**src/hw/rtl/ffba_pkg.sv**
```systemverilog
`default_nettype none
// ----------------------------------------------------------------------------
// ffba_pkg: shared types and constants of the first-fit block allocator
// Store geometry, field widths, result codes and the controller interface.
// ----------------------------------------------------------------------------
package ffba_pkg;

  localparam int BLOCK_TOTAL = 8;
  localparam int SIZE_BITS   = 16;

  // fixed widths of the word fields
  localparam int BIDX_W   = 3;
  localparam int AMOUNT_W = 16;
  localparam int STATUS_W = 2;
  localparam int CFG_W    = 4;

  localparam int IDX_W = (BLOCK_TOTAL > 1) ? $clog2(BLOCK_TOTAL) : 1;
  localparam int CNT_W = $clog2(BLOCK_TOTAL + 1);
  localparam int CMP_W = (SIZE_BITS > AMOUNT_W) ? SIZE_BITS : AMOUNT_W;

  localparam logic [CFG_W-1:0] BLOCK_COUNT_RST = CFG_W'(8);

  typedef enum logic [STATUS_W-1:0] {
    ST_LOADED    = 2'd0,
    ST_ALLOCATED = 2'd1,
    ST_NO_FIT    = 2'd2
  } status_t;

  typedef enum logic {
    CMD_LOAD  = 1'b0,
    CMD_ALLOC = 1'b1
  } command_t;

  typedef enum logic [1:0] {
    S_IDLE,
    S_SCAN,
    S_WRITE,
    S_RESULT
  } state_t;

  // controller -> datapath
  typedef struct packed {
    logic in_ready;
    logic scan_step;
    logic set_nofit;
    logic write;
    logic push;
  } ffba_cmd_t;

  // datapath -> controller
  typedef struct packed {
    logic in_valid;
    logic in_alloc;
    logic scan_end;
    logic scan_hit;
    logic out_free;
  } ffba_sts_t;

endpackage
`default_nettype wire

```
**src/hw/rtl/ffba_req_if.sv**
```systemverilog
`default_nettype none
// ----------------------------------------------------------------------------
// ffba_req_if: command channel
// Valid/ready channel carrying one load or allocate command per word.
// ----------------------------------------------------------------------------
interface ffba_req_if import ffba_pkg::*; ();

  logic                valid;
  logic                ready;
  logic                command;
  logic [BIDX_W-1:0]   block_index;
  logic [AMOUNT_W-1:0] amount;

  modport source (output valid, command, block_index, amount, input ready);
  modport sink   (input valid, command, block_index, amount, output ready);

endinterface
`default_nettype wire

```
**src/hw/rtl/ffba_rsp_if.sv**
```systemverilog
`default_nettype none
// ----------------------------------------------------------------------------
// ffba_rsp_if: result channel
// Valid/ready channel carrying one result word per command.
// ----------------------------------------------------------------------------
interface ffba_rsp_if import ffba_pkg::*; ();

  logic                valid;
  logic                ready;
  logic [STATUS_W-1:0] status;
  logic [BIDX_W-1:0]   chosen_block;
  logic [AMOUNT_W-1:0] space_left;

  modport source (output valid, status, chosen_block, space_left, input ready);
  modport sink   (input valid, status, chosen_block, space_left, output ready);

endinterface
`default_nettype wire

```
**src/hw/rtl/ffba_ctrl.sv**
```systemverilog
`default_nettype none
// ----------------------------------------------------------------------------
// ffba_ctrl: allocator sequencer
// Steps each command through capture, block scan (allocate only), write-back (skipped on no fit) and result.
// ----------------------------------------------------------------------------
module ffba_ctrl import ffba_pkg::*; (
  input  wire logic      clk,
  input  wire logic      rst,
  input  wire ffba_sts_t sts,
  output ffba_cmd_t      cmd
);

  state_t state;
  state_t state_next;

  always_ff @(posedge clk) begin
    if (rst) begin
      state <= S_IDLE;
    end else begin
      state <= state_next;
    end
  end

  always_comb begin
    state_next = state;
    cmd        = '0;
    unique case (state)
      S_IDLE: begin
        cmd.in_ready = 1'b1;
        if (sts.in_valid) begin
          state_next = sts.in_alloc ? S_SCAN : S_WRITE;
        end
      end
      S_SCAN: begin
        priority if (sts.scan_end) begin
          cmd.set_nofit = 1'b1;
          state_next    = S_RESULT;
        end else if (sts.scan_hit) begin
          state_next = S_WRITE;
        end else begin
          cmd.scan_step = 1'b1;
        end
      end
      S_WRITE: begin
        cmd.write  = 1'b1;
        state_next = S_RESULT;
      end
      S_RESULT: begin
        // wait for the output register to free up
        if (sts.out_free) begin
          cmd.push   = 1'b1;
          state_next = S_IDLE;
        end
      end
      default: state_next = S_IDLE;
    endcase
  end

endmodule
`default_nettype wire

```
**src/hw/rtl/ffba_dp.sv**
```systemverilog
`default_nettype none
// ----------------------------------------------------------------------------
// ffba_dp: allocator datapath
// Free-space store, scan counter, one compare/subtract unit, output register.
// ----------------------------------------------------------------------------
module ffba_dp import ffba_pkg::*; (
  input  wire logic             clk,
  input  wire logic             rst,
  input  wire logic             cfg_we,
  input  wire logic [CFG_W-1:0] cfg_wdata,
  ffba_req_if.sink              req,
  ffba_rsp_if.source            rsp,
  input  wire ffba_cmd_t        cmd,
  output ffba_sts_t             sts
);

  logic [SIZE_BITS-1:0] store [BLOCK_TOTAL];
  logic [CFG_W-1:0]     block_count;
  logic [CNT_W-1:0]     scan_cnt;

  logic                 cur_alloc;
  logic [BIDX_W-1:0]    cur_idx;
  logic [AMOUNT_W-1:0]  cur_amount;

  status_t              res_status;
  logic [BIDX_W-1:0]    res_block;
  logic [AMOUNT_W-1:0]  res_left;

  logic                 out_valid;
  status_t              out_status;
  logic [BIDX_W-1:0]    out_block;
  logic [AMOUNT_W-1:0]  out_left;

  logic                 capture;
  logic [CNT_W-1:0]     scan_limit;
  logic [IDX_W-1:0]     scan_idx;
  logic [SIZE_BITS-1:0] scan_free;
  logic                 scan_hit;
  logic [CMP_W-1:0]     diff;
  logic [SIZE_BITS-1:0] load_val;
  logic [SIZE_BITS-1:0] alloc_val;
  logic                 load_in_range;
  logic [IDX_W-1:0]     load_idx;

  assign capture = cmd.in_ready && req.valid;
  assign req.ready = cmd.in_ready;

  // counts above the store size scan the whole store
  assign scan_limit = (32'(block_count) > BLOCK_TOTAL) ? CNT_W'(BLOCK_TOTAL)
                                                       : CNT_W'(block_count);
  assign scan_idx   = scan_cnt[IDX_W-1:0];
  assign scan_free  = store[scan_idx];
  assign scan_hit   = CMP_W'(scan_free) >= CMP_W'(cur_amount);
  assign diff       = CMP_W'(scan_free) - CMP_W'(cur_amount);
  assign alloc_val  = diff[SIZE_BITS-1:0];
  assign load_val   = SIZE_BITS'(cur_amount);
  assign load_in_range = 32'(cur_idx) < BLOCK_TOTAL;
  assign load_idx   = IDX_W'(cur_idx);

  assign sts.in_valid = req.valid;
  assign sts.in_alloc = req.command == CMD_ALLOC;
  assign sts.scan_end = scan_cnt >= scan_limit;
  assign sts.scan_hit = scan_hit;
  assign sts.out_free = !out_valid || rsp.ready;

  // control state
  always_ff @(posedge clk) begin
    if (rst) begin
      block_count <= BLOCK_COUNT_RST;
      out_valid   <= 1'b0;
      for (int i = 0; i < BLOCK_TOTAL; i++) begin
        store[i] <= '0;
      end
    end else begin
      if (cfg_we) begin
        block_count <= cfg_wdata;
      end
      if (cmd.push) begin
        out_valid <= 1'b1;
      end else if (rsp.ready) begin
        out_valid <= 1'b0;
      end
      if (cmd.write) begin
        if (cur_alloc) begin
          store[scan_idx] <= alloc_val;
        end else if (load_in_range) begin
          store[load_idx] <= load_val;
        end
      end
    end
  end

  // payload
  always_ff @(posedge clk) begin
    if (capture) begin
      cur_alloc  <= req.command == CMD_ALLOC;
      cur_idx    <= req.block_index;
      cur_amount <= req.amount;
      scan_cnt   <= '0;
    end else if (cmd.scan_step) begin
      scan_cnt <= scan_cnt + CNT_W'(1);
    end
    if (cmd.set_nofit) begin
      res_status <= ST_NO_FIT;
      res_block  <= '0;
      res_left   <= '0;
    end else if (cmd.write) begin
      if (cur_alloc) begin
        res_status <= ST_ALLOCATED;
        res_block  <= BIDX_W'(scan_idx);
        res_left   <= AMOUNT_W'(alloc_val);
      end else begin
        res_status <= ST_LOADED;
        res_block  <= cur_idx;
        res_left   <= load_in_range ? AMOUNT_W'(load_val) : '0;
      end
    end
    if (cmd.push) begin
      out_status <= res_status;
      out_block  <= res_block;
      out_left   <= res_left;
    end
  end

  assign rsp.valid        = out_valid;
  assign rsp.status       = out_status;
  assign rsp.chosen_block = out_block;
  assign rsp.space_left   = out_left;

endmodule
`default_nettype wire

```
**src/hw/rtl/first_fit_block_allocator_unit.sv**
```systemverilog
`default_nettype none
// Load: accept, write-back, result. Allocate: accept, a scan of the blocks
// (one block per cycle through the single compare/subtract unit, at most
// min(block_count, 8) blocks), write-back on a fit, then result.
// One command in flight; the next is taken while a result word waits.
// Synchronous reset clears the free-space store to zero and sets
// block_count to 8.
// ----------------------------------------------------------------------------
// first_fit_block_allocator_unit: first-fit block allocator
// Keeps free space per block; loads a block or allocates from the first fit.
// ----------------------------------------------------------------------------
module first_fit_block_allocator_unit import ffba_pkg::*; (
  input  wire logic             clk,
  input  wire logic             rst,
  input  wire logic             cfg_we,
  input  wire logic [CFG_W-1:0] cfg_wdata,
  ffba_req_if.sink              req,
  ffba_rsp_if.source            rsp
);

  ffba_cmd_t cmd;
  ffba_sts_t sts;

  ffba_ctrl u_ctrl (
    .clk (clk),
    .rst (rst),
    .sts (sts),
    .cmd (cmd)
  );

  ffba_dp u_dp (
    .clk       (clk),
    .rst       (rst),
    .cfg_we    (cfg_we),
    .cfg_wdata (cfg_wdata),
    .req       (req),
    .rsp       (rsp),
    .cmd       (cmd),
    .sts       (sts)
  );

endmodule
`default_nettype wire

```
**src/flat_wrapper.sv**
```systemverilog
// flat-port wrapper written by rule: the top's interface ports become plain ports
module first_fit_block_allocator_unit_flat import ffba_pkg::*;
  (clk, rst, cfg_we, cfg_wdata, req_valid, req_command, req_block_index, req_amount, req_ready, rsp_valid, rsp_status, rsp_chosen_block, rsp_space_left, rsp_ready);
  ffba_req_if req_i ();
  ffba_rsp_if rsp_i ();
  input  wire logic clk;
  input  wire logic rst;
  input  wire logic cfg_we;
  input  wire logic [CFG_W-1:0] cfg_wdata;
  input wire logic [$bits(req_i.valid)-1:0] req_valid;
  input wire logic [$bits(req_i.command)-1:0] req_command;
  input wire logic [$bits(req_i.block_index)-1:0] req_block_index;
  input wire logic [$bits(req_i.amount)-1:0] req_amount;
  output wire logic [$bits(req_i.ready)-1:0] req_ready;
  output wire logic [$bits(rsp_i.valid)-1:0] rsp_valid;
  output wire logic [$bits(rsp_i.status)-1:0] rsp_status;
  output wire logic [$bits(rsp_i.chosen_block)-1:0] rsp_chosen_block;
  output wire logic [$bits(rsp_i.space_left)-1:0] rsp_space_left;
  input wire logic [$bits(rsp_i.ready)-1:0] rsp_ready;
  assign req_i.valid = req_valid;
  assign req_i.command = req_command;
  assign req_i.block_index = req_block_index;
  assign req_i.amount = req_amount;
  assign req_ready = req_i.ready;
  assign rsp_valid = rsp_i.valid;
  assign rsp_status = rsp_i.status;
  assign rsp_chosen_block = rsp_i.chosen_block;
  assign rsp_space_left = rsp_i.space_left;
  assign rsp_i.ready = rsp_ready;
  first_fit_block_allocator_unit u_core (.clk(clk), .rst(rst), .cfg_we(cfg_we), .cfg_wdata(cfg_wdata), .req(req_i), .rsp(rsp_i));
endmodule
```
**config.mk**
```make
export PLATFORM = sky130hd
export DESIGN_NAME = first_fit_block_allocator_unit_flat
export DESIGN_NICKNAME = d
export VERILOG_FILES = /design/src/hw/rtl/ffba_pkg.sv /design/src/hw/rtl/ffba_req_if.sv /design/src/hw/rtl/ffba_rsp_if.sv /design/src/hw/rtl/ffba_ctrl.sv /design/src/hw/rtl/ffba_dp.sv /design/src/hw/rtl/first_fit_block_allocator_unit.sv /design/src/flat_wrapper.sv
export SDC_FILE = /design/constraint.sdc
export NUM_CORES = 1
export LEC_CHECK = 0
export BUFFER_PORTS_ARGS = -buffer_cell sky130_fd_sc_hd__buf_2
export CAP_MARGIN = 20
export CORE_UTILIZATION = 60
export CTS_CLUSTER_SIZE = 40
export DETAILED_ROUTE_END_ITERATION = 16
export PLACE_DENSITY = 0.81
export SYNTH_ARGS = -nofsm -noshare
export SYNTH_HDL_FRONTEND = slang
export SYNTH_SLANG_ARGS = --single-unit
```
**constraint.sdc**
```tcl
create_clock -name clk -period 7.6 [get_ports clk]
set_clock_uncertainty 0.2 [all_clocks]
set_input_delay 0.76 -clock clk [delete_from_list [all_inputs] [get_ports clk]]
set_output_delay 0.76 -clock clk [all_outputs]
set_load 0.005 [all_outputs]
```
=== After elaboration in Yosys (flattened, before gate mapping) ===
Memory sizes are Yosys's and may differ from the RTL's. A register that Yosys moved wholly into a read port is not among the register bits.
Cells that the tools add are included.

* Reduce and logical (&&, ||, !) cells: 8
* Shift operators: 0
* $add $sub $neg: 2
* Divide/modulo/power cells: 0
* Bitwise operators: 0
* Equal/unequal tests: 6
* $mul: 0
* $lt $le $gt $ge: 3
* Muxes and demuxes: 38

{| class="wikitable"
|+ Operator list
! cell !! number
|-
| $mux W16 || 3
|-
| $reduce_or A16 Y1 || 2
|-
| $mux W1 || 22
|-
| $ge A16 B16 Y1 || 1
|-
| $sub A16 B16 Y16 || 1
|-
| $mux W3 || 5
|-
| $mux W2 || 6
|-
| $pmux W2 S4 || 1
|-
| $add A4 B1 Y4 const B || 1
|-
| $eq A2 B2 Y1 const B || 2
|-
| $ge A4 B4 Y1 || 1
|-
| $gt A4 B4 Y1 const B || 1
|-
| $mux W4 || 1
|-
| $ne A3 B2 Y1 const B || 1
|-
| $reduce_and A3 Y1 || 1
|-
| $eq A2 B1 Y1 const B || 1
|-
| $logic_not A2 Y1 || 1
|-
| $ne A2 B1 Y1 const B || 1
|-
| $ne A2 B2 Y1 const B || 1
|-
| $reduce_bool A2 Y1 || 1
|-
| $logic_and A1 B1 Y1 || 1
|-
| $logic_not A1 Y1 || 1
|-
| $logic_or A1 B1 Y1 || 1
|}

* Memory bits (writable): 128
* Bits of input ports: 29
* Output and inout bits: 23
* Latch bits: 0
* Bits in registers: 73
* Memory bits (read-only): 0
* Memories kept: 1
* Word-level logic and storage cells: 71

{| class="wikitable"
|+ Memories
! memory !! words !! bits a word !! read ports !! clocked after Yosys merged registers in !! write ports !! line !! RTL
|-
| u_core.u_dp.store || 8 || 16 || 1 || 1 || 8 || ffba_dp.sv:17 || <nowiki>logic [SIZE_BITS-1:0] store [BLOCK_TOTAL];</nowiki>
|}

=== Depth between registers and ports, before layout ===
Gate-level depths: netlist of the first run.

* Depth in word-level cells: 8
* Depth in mapped cells: 13
* Gate-level depth less buffers: 10

=== By module ===
Synthesis of the first run repeated with hierarchy kept, for this count alone.

* Cells, all modules: 757
* Area, all modules: 9559.2 um2

{| class="wikitable"
|+ By module, submodules not included
! module !! sequential area each (um2) !! times used !! area each (um2) !! cells each
|-
| ffba_dp || 5735.5 || 1 || 9342.7 || 734
|-
| ffba_ctrl || 40.0 || 1 || 216.5 || 23
|}

=== Worst setup path before layout of the first run ===
Ideal clock, no wire load.

* Path type: register to register
* From: reg (tool-made name)
* To: mem u_core.u_dp.store[0][15], data pin
* Buffers on the path: 3
* Setup slack: 3.689 ns
* Clock period less this slack: 3.911 ns
* Library setup time: 0.266 ns
* Cell stages (with the launch flop): 13
* Required time: 7.134 ns
* Data arrival time: 3.445 ns
* Cells stage by stage: dfxtp_1 -> clkbuf_1 -> buf_2 -> mux4_2 -> mux2_2 -> ha_1 -> clkbuf_1 -> a21oi_1 -> o21ai_1 -> a311o_1 -> or3_1 -> a31oi_2 -> nor2_1

{| class="wikitable"
|+ RTL lines
! what !! line
|-
| end, declared || ffba_dp.sv:17
|}

==> impl_metrics.tcl, run 1 <==
set metrics [dict create \
    outcome "completed" \
    cts_tree "done" \
    setup-tns-final_ns 0 \
    post_cts_buffers 0 \
    clock_tree.htree_level_count 1 \
    netlist_top_cells_area "sky130_fd_sc_hd__edfxtp_1 (51%), sky130_fd_sc_hd__mux4_2 (7.2%), sky130_fd_sc_hd__dfxtp_1 (7.0%)" \
    routed_wirelength_mm 25.0 \
    cts.sinks 204 \
    drt_drc_violations_left 0 \
    grt_first_pass_wirelength_mm 36.9 \
    synth_cells 840 \
    synth_area_um2 9990 \
    routed-via-count 7272 \
    synthDominantCellAreaShare_pct 50.8 \
    hold_start "u_core.u_dp.res_left[12]" \
    grt.total_usage_pct 29.5 \
    final_nets 933 \
    timing_worst_setup_path_type "reg2reg" \
    dp_hpwl_mm 15.4 \
    synth.lib_cells_used.distinct 58 \
    dr.first_iter.drc_count 810 \
    fmax_mhz 224 \
    dieArea_um2 17200 \
    core_area_um2 16100 \
    biggest_fanout_along_the_worst_timing_path 32 \
    maximum_count_of_clock_buffers_along_a_single_path 3 \
    synth.top_cells.by_count "sky130_fd_sc_hd__edfxtp_1 (169), sky130_fd_sc_hd__nor2_1 (159), sky130_fd_sc_hd__o21ai_0 (46)" \
    postRouteAntennaNets 0 \
    tightestPinTransition_ns 1.03 \
    path_clk_slew_ns 0.06 \
    yosysWarnings 0 \
    synth-seq-cells 204 \
    clk_root_buffer_cell "sky130_fd_sc_hd__clkbuf_16" \
    avgViaCountPerCell 6.55 \
    post_route_cells_drive_above_1_share_pct 16.8 \
    synth_enable_flop_cells 169 \
    peakVddDrop_mv 0.220 \
    timing.hold.worst.class "reg2reg" \
    cts_resized 0 \
    fp.dieH_um 131 \
    grt_start_max_net_pins 47 \
    hold_viol_final 0 \
    cp_slowest_cell "sky130_fd_sc_hd__a31oi_1" \
    synth.most_common_cell "sky130_fd_sc_hd__edfxtp_1" \
    grt_pass1_vias 6700 \
    dp.cells 1069 \
    ys_async_sr_fraction_pct 0 \
    timing.critical_path.buf_inv 1 \
    final_min_period_over_clock_period_pct 58.7 \
    floorplan.io_pins 52 \
    min_delay_path_depth 0 \
    wl_per_cell_um 22.5 \
    yosys_most_used_dff "sky130_fd_sc_hd__edfxtp_1" \
    critPathCaptureType "register" \
    clock_latency_ns 0.51 \
    avgSynthCellArea_um2 11.9 \
    fin_crit_ns 4.46 \
    row_count 46 \
    ff2ff_path_depth 10 \
    antenna_violations_before_repair 0 \
    timing.final.max_slew_violations 0 \
    start_kind "register" \
    crit_path_cells "buf_4 > mux4_2 > mux2_2 > ha_1 > o21ai_0 > nand2b_1 > a41o_1 > or3_1 > a31oi_1 > nor2_1" \
    logic_depth_of_the_worst_setup_path_including_buffers 10 \
    power_density_nw_per_um2 347 \
    cellLeakagePower_uw 0.00427 \
    largest_stage_delay_worst_path_ns 0.62 \
    area_growth_syn_to_layout_pct 11.0 \
    global_route.overflow_total 0 \
    setup-violations-final 0 \
    fp.dieW_um 131 \
    final_cell_count_no_fill 1110 \
    synth_sequential_area_ratio_pct 57.8 \
    number_of_buffers_added_on_ports 51 \
    synth_top_area_cell "sky130_fd_sc_hd__edfxtp_1" \
    slew_headroom_pct 30.9 \
    first_pass_iters 6 \
    critical_path_arrival_ns 4.48 \
    cts_buffers 22 \
    place_congestion 0.917 \
    synth_nets 895 \
    diodes 0 \
    cts.hold.buffers_added 0 \
    drv_cap 0 \
    rsz_0062_raised_after_global_routing "no" \
    initial_core_util_pct 62.2 \
    top_family_by_delay_on_critical_path "compound AO/OA/AOI/OAI gates" \
    worst-endpoint-required_ns 7.62 \
]
-- metal layers --
| layer | GRT usage (%) | vias to the layer above | share of wire, % |
|---|---|---|---|
| met5 | 0 | - | 0 |
| met4 | 14.1 | 0 | 4.7 |
| met3 | 6.51 | 85 | 9.4 |
| met2 | 47.0 | 440 | 48 |
| met1 | 38.7 | 3550 | 38 |
| li1 | - | 3197 | - |
-- sequential cells by signal, indices dropped and copies added, names as in the netlist, 4 cells and up, named ones only --
name,cells
u_core.u_dp.block_count,4
u_core.u_dp.store,128
u_core.u_dp.scan_cnt,4
u_core.u_dp.res_left,16
u_core.u_dp.rsp.space_left,16
u_core.u_dp.cur_amount,16
-- final cells by class --
type	count	area (µm²)
clock inverter	11	113
timing repair buffer	61	338
tap	216	270
multi-input combinational	559	3890
inverter	30	113
fill	1106	4970
clock buffer	29	587
sequential	204	5780
-- through the flow --
| step | cell area (µm²) | hold slack (ns) | setup WS, ns | utilization (%) | power, µW |
|---|---|---|---|---|---|
| floorplan | 9990 | 0.203 | 3.69 | - | 2430 |
| global placement | 10400 | 0.209 | 3.23 | 64.6 | 2750 |
| detailed placement | 10400 | 0.211 | 3.12 | 64.6 | 2790 |
| CTS | 11100 | 0.216 | 3.13 | 69.0 | 3820 |
| global route | 11100 | 0.215 | 2.87 | 69.1 | 4030 |
| finish | 11100 | 0.214 | 3.14 | 69.1 | 3850 |
-- path summary, 6_finish.rpt --
path	endpoint	slack [ns]
setup / recovery	u_core.u_dp.store[2][12]	3.14
hold / removal	u_core.u_dp.rsp.space_left[12]	0.21
setup reg to reg	u_core.u_dp.store[2][12]	3.14
hold reg to reg	u_core.u_dp.rsp.space_left[12]	0.21
-- cells in the final DEF (no fill, tap or decap), types with 3 or more instances in the layout --
| cell type | n |
|---|---|
| sky130_fd_sc_hd__mux2i_1 | 21 |
| sky130_fd_sc_hd__clkbuf_1 | 6 |
| sky130_fd_sc_hd__a21oi_1 | 22 |
| sky130_fd_sc_hd__or4_1 | 17 |
| sky130_fd_sc_hd__nor2_1 | 159 |
| sky130_fd_sc_hd__a31oi_1 | 8 |
| sky130_fd_sc_hd__a211oi_1 | 9 |
| sky130_fd_sc_hd__nand3_1 | 33 |
| sky130_fd_sc_hd__nand2b_1 | 17 |
| sky130_fd_sc_hd__clkbuf_16 | 22 |
| sky130_fd_sc_hd__mux4_2 | 32 |
| sky130_fd_sc_hd__edfxtp_1 | 169 |
| sky130_fd_sc_hd__nor3_1 | 18 |
| sky130_fd_sc_hd__xnor2_1 | 4 |
| sky130_fd_sc_hd__o211ai_1 | 12 |
| sky130_fd_sc_hd__and2_1 | 5 |
| sky130_fd_sc_hd__dfxtp_1 | 34 |
| sky130_fd_sc_hd__o21ai_1 | 4 |
| sky130_fd_sc_hd__or3_1 | 8 |
| sky130_fd_sc_hd__nand4_1 | 5 |
| sky130_fd_sc_hd__buf_4 | 9 |
| sky130_fd_sc_hd__mux2_2 | 15 |
| sky130_fd_sc_hd__and3_1 | 6 |
| sky130_fd_sc_hd__nand2_2 | 4 |
| sky130_fd_sc_hd__nor2b_1 | 3 |
| sky130_fd_sc_hd__a21o_1 | 7 |
| sky130_fd_sc_hd__clkinv_1 | 6 |
| sky130_fd_sc_hd__buf_2 | 51 |
| sky130_fd_sc_hd__o21a_1 | 4 |
| sky130_fd_sc_hd__ha_1 | 25 |
| sky130_fd_sc_hd__nand2_1 | 39 |
| sky130_fd_sc_hd__inv_1 | 29 |
| sky130_fd_sc_hd__o21ai_0 | 46 |
-- kinds of logic after synthesis --
kind of cell	share of synthesized area (%)
flops	57.8
compound gates	8.73
fa+ha+maj	3.33
simple gates	14.9
buf+inv	3.26
xor+xnor	0.526
mux	11.5
-- where the power goes --
part | switching [µW] | leakage [µW] | internal [µW]
logic | 896 | 0.00194 | 442
clock network | 427 | 0.000336 | 612
registers | 71.9 | 0.00199 | 1400
Power figures use the tool's default switching activity.
==> run 2: changes to the inputs <==
CORE_UTILIZATION = 55   (was 60)
PLACE_DENSITY = 0.79   (was 0.81)
clock period = 3.69 ns   (was 7.6 ns; I/O delays follow)
==> impl_metrics.tcl, run 2 (same netlist as run 1, synthesis figures left out) <==
set metrics [dict create \
    top_family_by_delay_on_critical_path "compound AO/OA/AOI/OAI gates" \
    ff2ff_path_depth 12 \
    power_density_nw_per_um2 718 \
    routed-via-count 7649 \
    dp.cells 1142 \
    largest_stage_delay_worst_path_ns 0.50 \
    clock_tree.htree_level_count 1 \
    clk_root_buffer_cell "sky130_fd_sc_hd__clkbuf_16" \
    worst-endpoint-required_ns 3.73 \
    initial_core_util_pct 57.0 \
    slew_headroom_pct 27.4 \
    wl_per_cell_um 22.0 \
    largest_register_ffs 128 \
    timing_worst_setup_path_type "reg2reg" \
    dr.first_iter.drc_count 766 \
    critPathCaptureType "register" \
    postRouteAntennaNets 0 \
    global_route.overflow_total 0 \
    placement.cell_area_um2 10900 \
    start_kind "register" \
    setup-tns-final_ns -0.0256 \
    first_pass_iters 7 \
    final_cell_area_um2 12300 \
    cts_tree "done" \
    clock_latency_ns 0.51 \
    place_congestion 0.950 \
    logic_depth_of_the_worst_setup_path_including_buffers 12 \
    hold_viol_final 0 \
    biggest_fanout_along_the_worst_timing_path 8 \
    maximum_count_of_clock_buffers_along_a_single_path 3 \
    rsz_0062_raised_after_global_routing "yes" \
    register_bank_with_the_most_flops "u_core.u_dp.store" \
    dieArea_um2 18700 \
    cp_slowest_cell "sky130_fd_sc_hd__mux4_2" \
    fillCellCount 1134 \
    path_common_cell "sky130_fd_sc_hd__o211ai_1" \
    crit_path_cells "buf_12 > buf_16 > mux4_2 > mux2_4 > ha_4 > o211ai_1 > a21oi_4 > o211a_1 > or4_4 > o211ai_1 > buf_4 > nor2_1" \
    fp.dieW_um 137 \
    routed_wirelength_mm 26.9 \
    timing.hold.worst.class "in2reg" \
    post_route_cells_drive_above_1_share_pct 26.5 \
    grt_pass1_vias 7500 \
    layout_setup_ws_ns -0.00904 \
    final_cell_count_no_fill 1220 \
    dp_hpwl_mm 16.7 \
    cts.sinks 204 \
    path_clk_slew_ns 0.06 \
    cellLeakagePower_uw 0.00482 \
    area_growth_syn_to_layout_pct 23.5 \
    grt.total_usage_pct 28.5 \
    timing.final.max_slew_violations 0 \
    outcome "complete, but fails checks" \
    drv_cap 0 \
    timing.critical_path.buf_inv 3 \
    floorplan.io_pins 52 \
    fin_crit_ns 3.70 \
    peakVddDrop_mv 0.666 \
    avgViaCountPerCell 6.27 \
    drt_drc_violations_left 0 \
    layout_common_cells "sky130_fd_sc_hd__edfxtp_1 (169), sky130_fd_sc_hd__nor2_1 (159), sky130_fd_sc_hd__buf_4 (70), sky130_fd_sc_hd__buf_2 (51), sky130_fd_sc_hd__o21ai_0 (42)" \
    core_area_um2 17500 \
    fp.dieH_um 137 \
    grt_start_max_net_pins 43 \
    totalPowerFinal_uw 8870 \
    diodes 0 \
    tightestPinTransition_ns 1.08 \
    min_delay_path_depth 4 \
    row_count 48 \
    setup-violations-final 6 \
    grt_first_pass_wirelength_mm 39.9 \
    number_of_buffers_added_on_ports 51 \
    antenna_violations_before_repair 0 \
    final_min_period_over_clock_period_pct 100 \
    fmax_mhz 270 \
    critical_path_arrival_ns 3.74 \
    cts_buffers 22 \
    final_nets 1034 \
    final_common_cell "sky130_fd_sc_hd__edfxtp_1" \
    violations "setup timing" \
]
## run 2: cell types whose count changed in the layout (fill, tap and decap cells not counted), sizes merged
cell / before / now
buf: 61 / 128
bufinv: 2 / 1
clkbuf: 29 / 32
clkinvlp: 1 / 0
dlygate4sd3: 0 / 32
inv: 29 / 30
## run 2: routing by layer
layer,vias to the layer above,GRT usage (%),share of wire [%]
met5,-,0,0
met1,3726,37.1,38
met2,444,48.5,50
met4,0,10.6,3.2
li1,3413,-,-
met3,66,4.00,8.2
## run 2: area by class of cell
type	count	area [µm²]	area share (%)
clock buffers	30	622	5.04
flip-flops and latches	204	5780	46.8
multi-input cells	559	4180	33.8
clock inverters	10	78.8	0.639
well taps	225	282	2.28
repair buffers	162	1290	10.5
inverters	30	113	0.913
## run 2: path summary, 6_finish.rpt
path	startpoint	endpoint	slack, ns
min	req_valid	u_core.u_ctrl.state[1]	0.09
min reg2reg	u_core.u_dp.res_left[13]	u_core.u_dp.rsp.space_left[13]	0.23
max reg2reg	register	u_core.u_dp.store[3][11]	-0.009
max	register	u_core.u_dp.store[3][11]	-0.009
## run 2: timing repair
action	4_1_cts	5_1_grt
buffers inserted	0	3
cloned	1	2
pin swaps	3	8
resized for setup	16	40
hold buffers	32	0
endpoints found under the setup margin	52	81
endpoints found under the hold margin	26	0
## run 2: where the power goes
part / internal (µW) / total (µW) / switching [µW]
Sequential: 2890 / 3060 / 172
Combinational: 1550 / 3650 / 2100
Clock: 1250 / 2150 / 895
Total: 5690 / 8870 / 3170
## run 2: worst reg2reg max path, cell delays in order, from the launching register on
cell	delay (ns)
sky130_fd_sc_hd__dfxtp_4	0.42
sky130_fd_sc_hd__buf_12	0.13
sky130_fd_sc_hd__buf_16	0.12
sky130_fd_sc_hd__mux4_2	0.50
sky130_fd_sc_hd__mux2_4	0.32
sky130_fd_sc_hd__ha_4	0.23
sky130_fd_sc_hd__o211ai_1	0.33
sky130_fd_sc_hd__a21oi_4	0.09
sky130_fd_sc_hd__o211a_1	0.29
sky130_fd_sc_hd__or4_4	0.41
sky130_fd_sc_hd__o211ai_1	0.13
sky130_fd_sc_hd__buf_4	0.21
sky130_fd_sc_hd__nor2_1	0.05
## run 2: metrics by stage
| step | utilization (%) | hold slack (ns) | setup slack (ns) |
|---|---|---|---|
| 2_1_floorplan | - | 0.203 | 0.00576 |
| 3_3_place_gp | 62.3 | 0.208 | 0.00930 |
| 3_5_place_dp | 62.3 | 0.213 | -0.0968 |
| 4_1_cts | 68.7 | 0.0742 | 0.00636 |
| 5_1_grt | 70.4 | 0.121 | -0.0770 |
| 6_report | 70.4 | 0.0897 | -0.00904 |
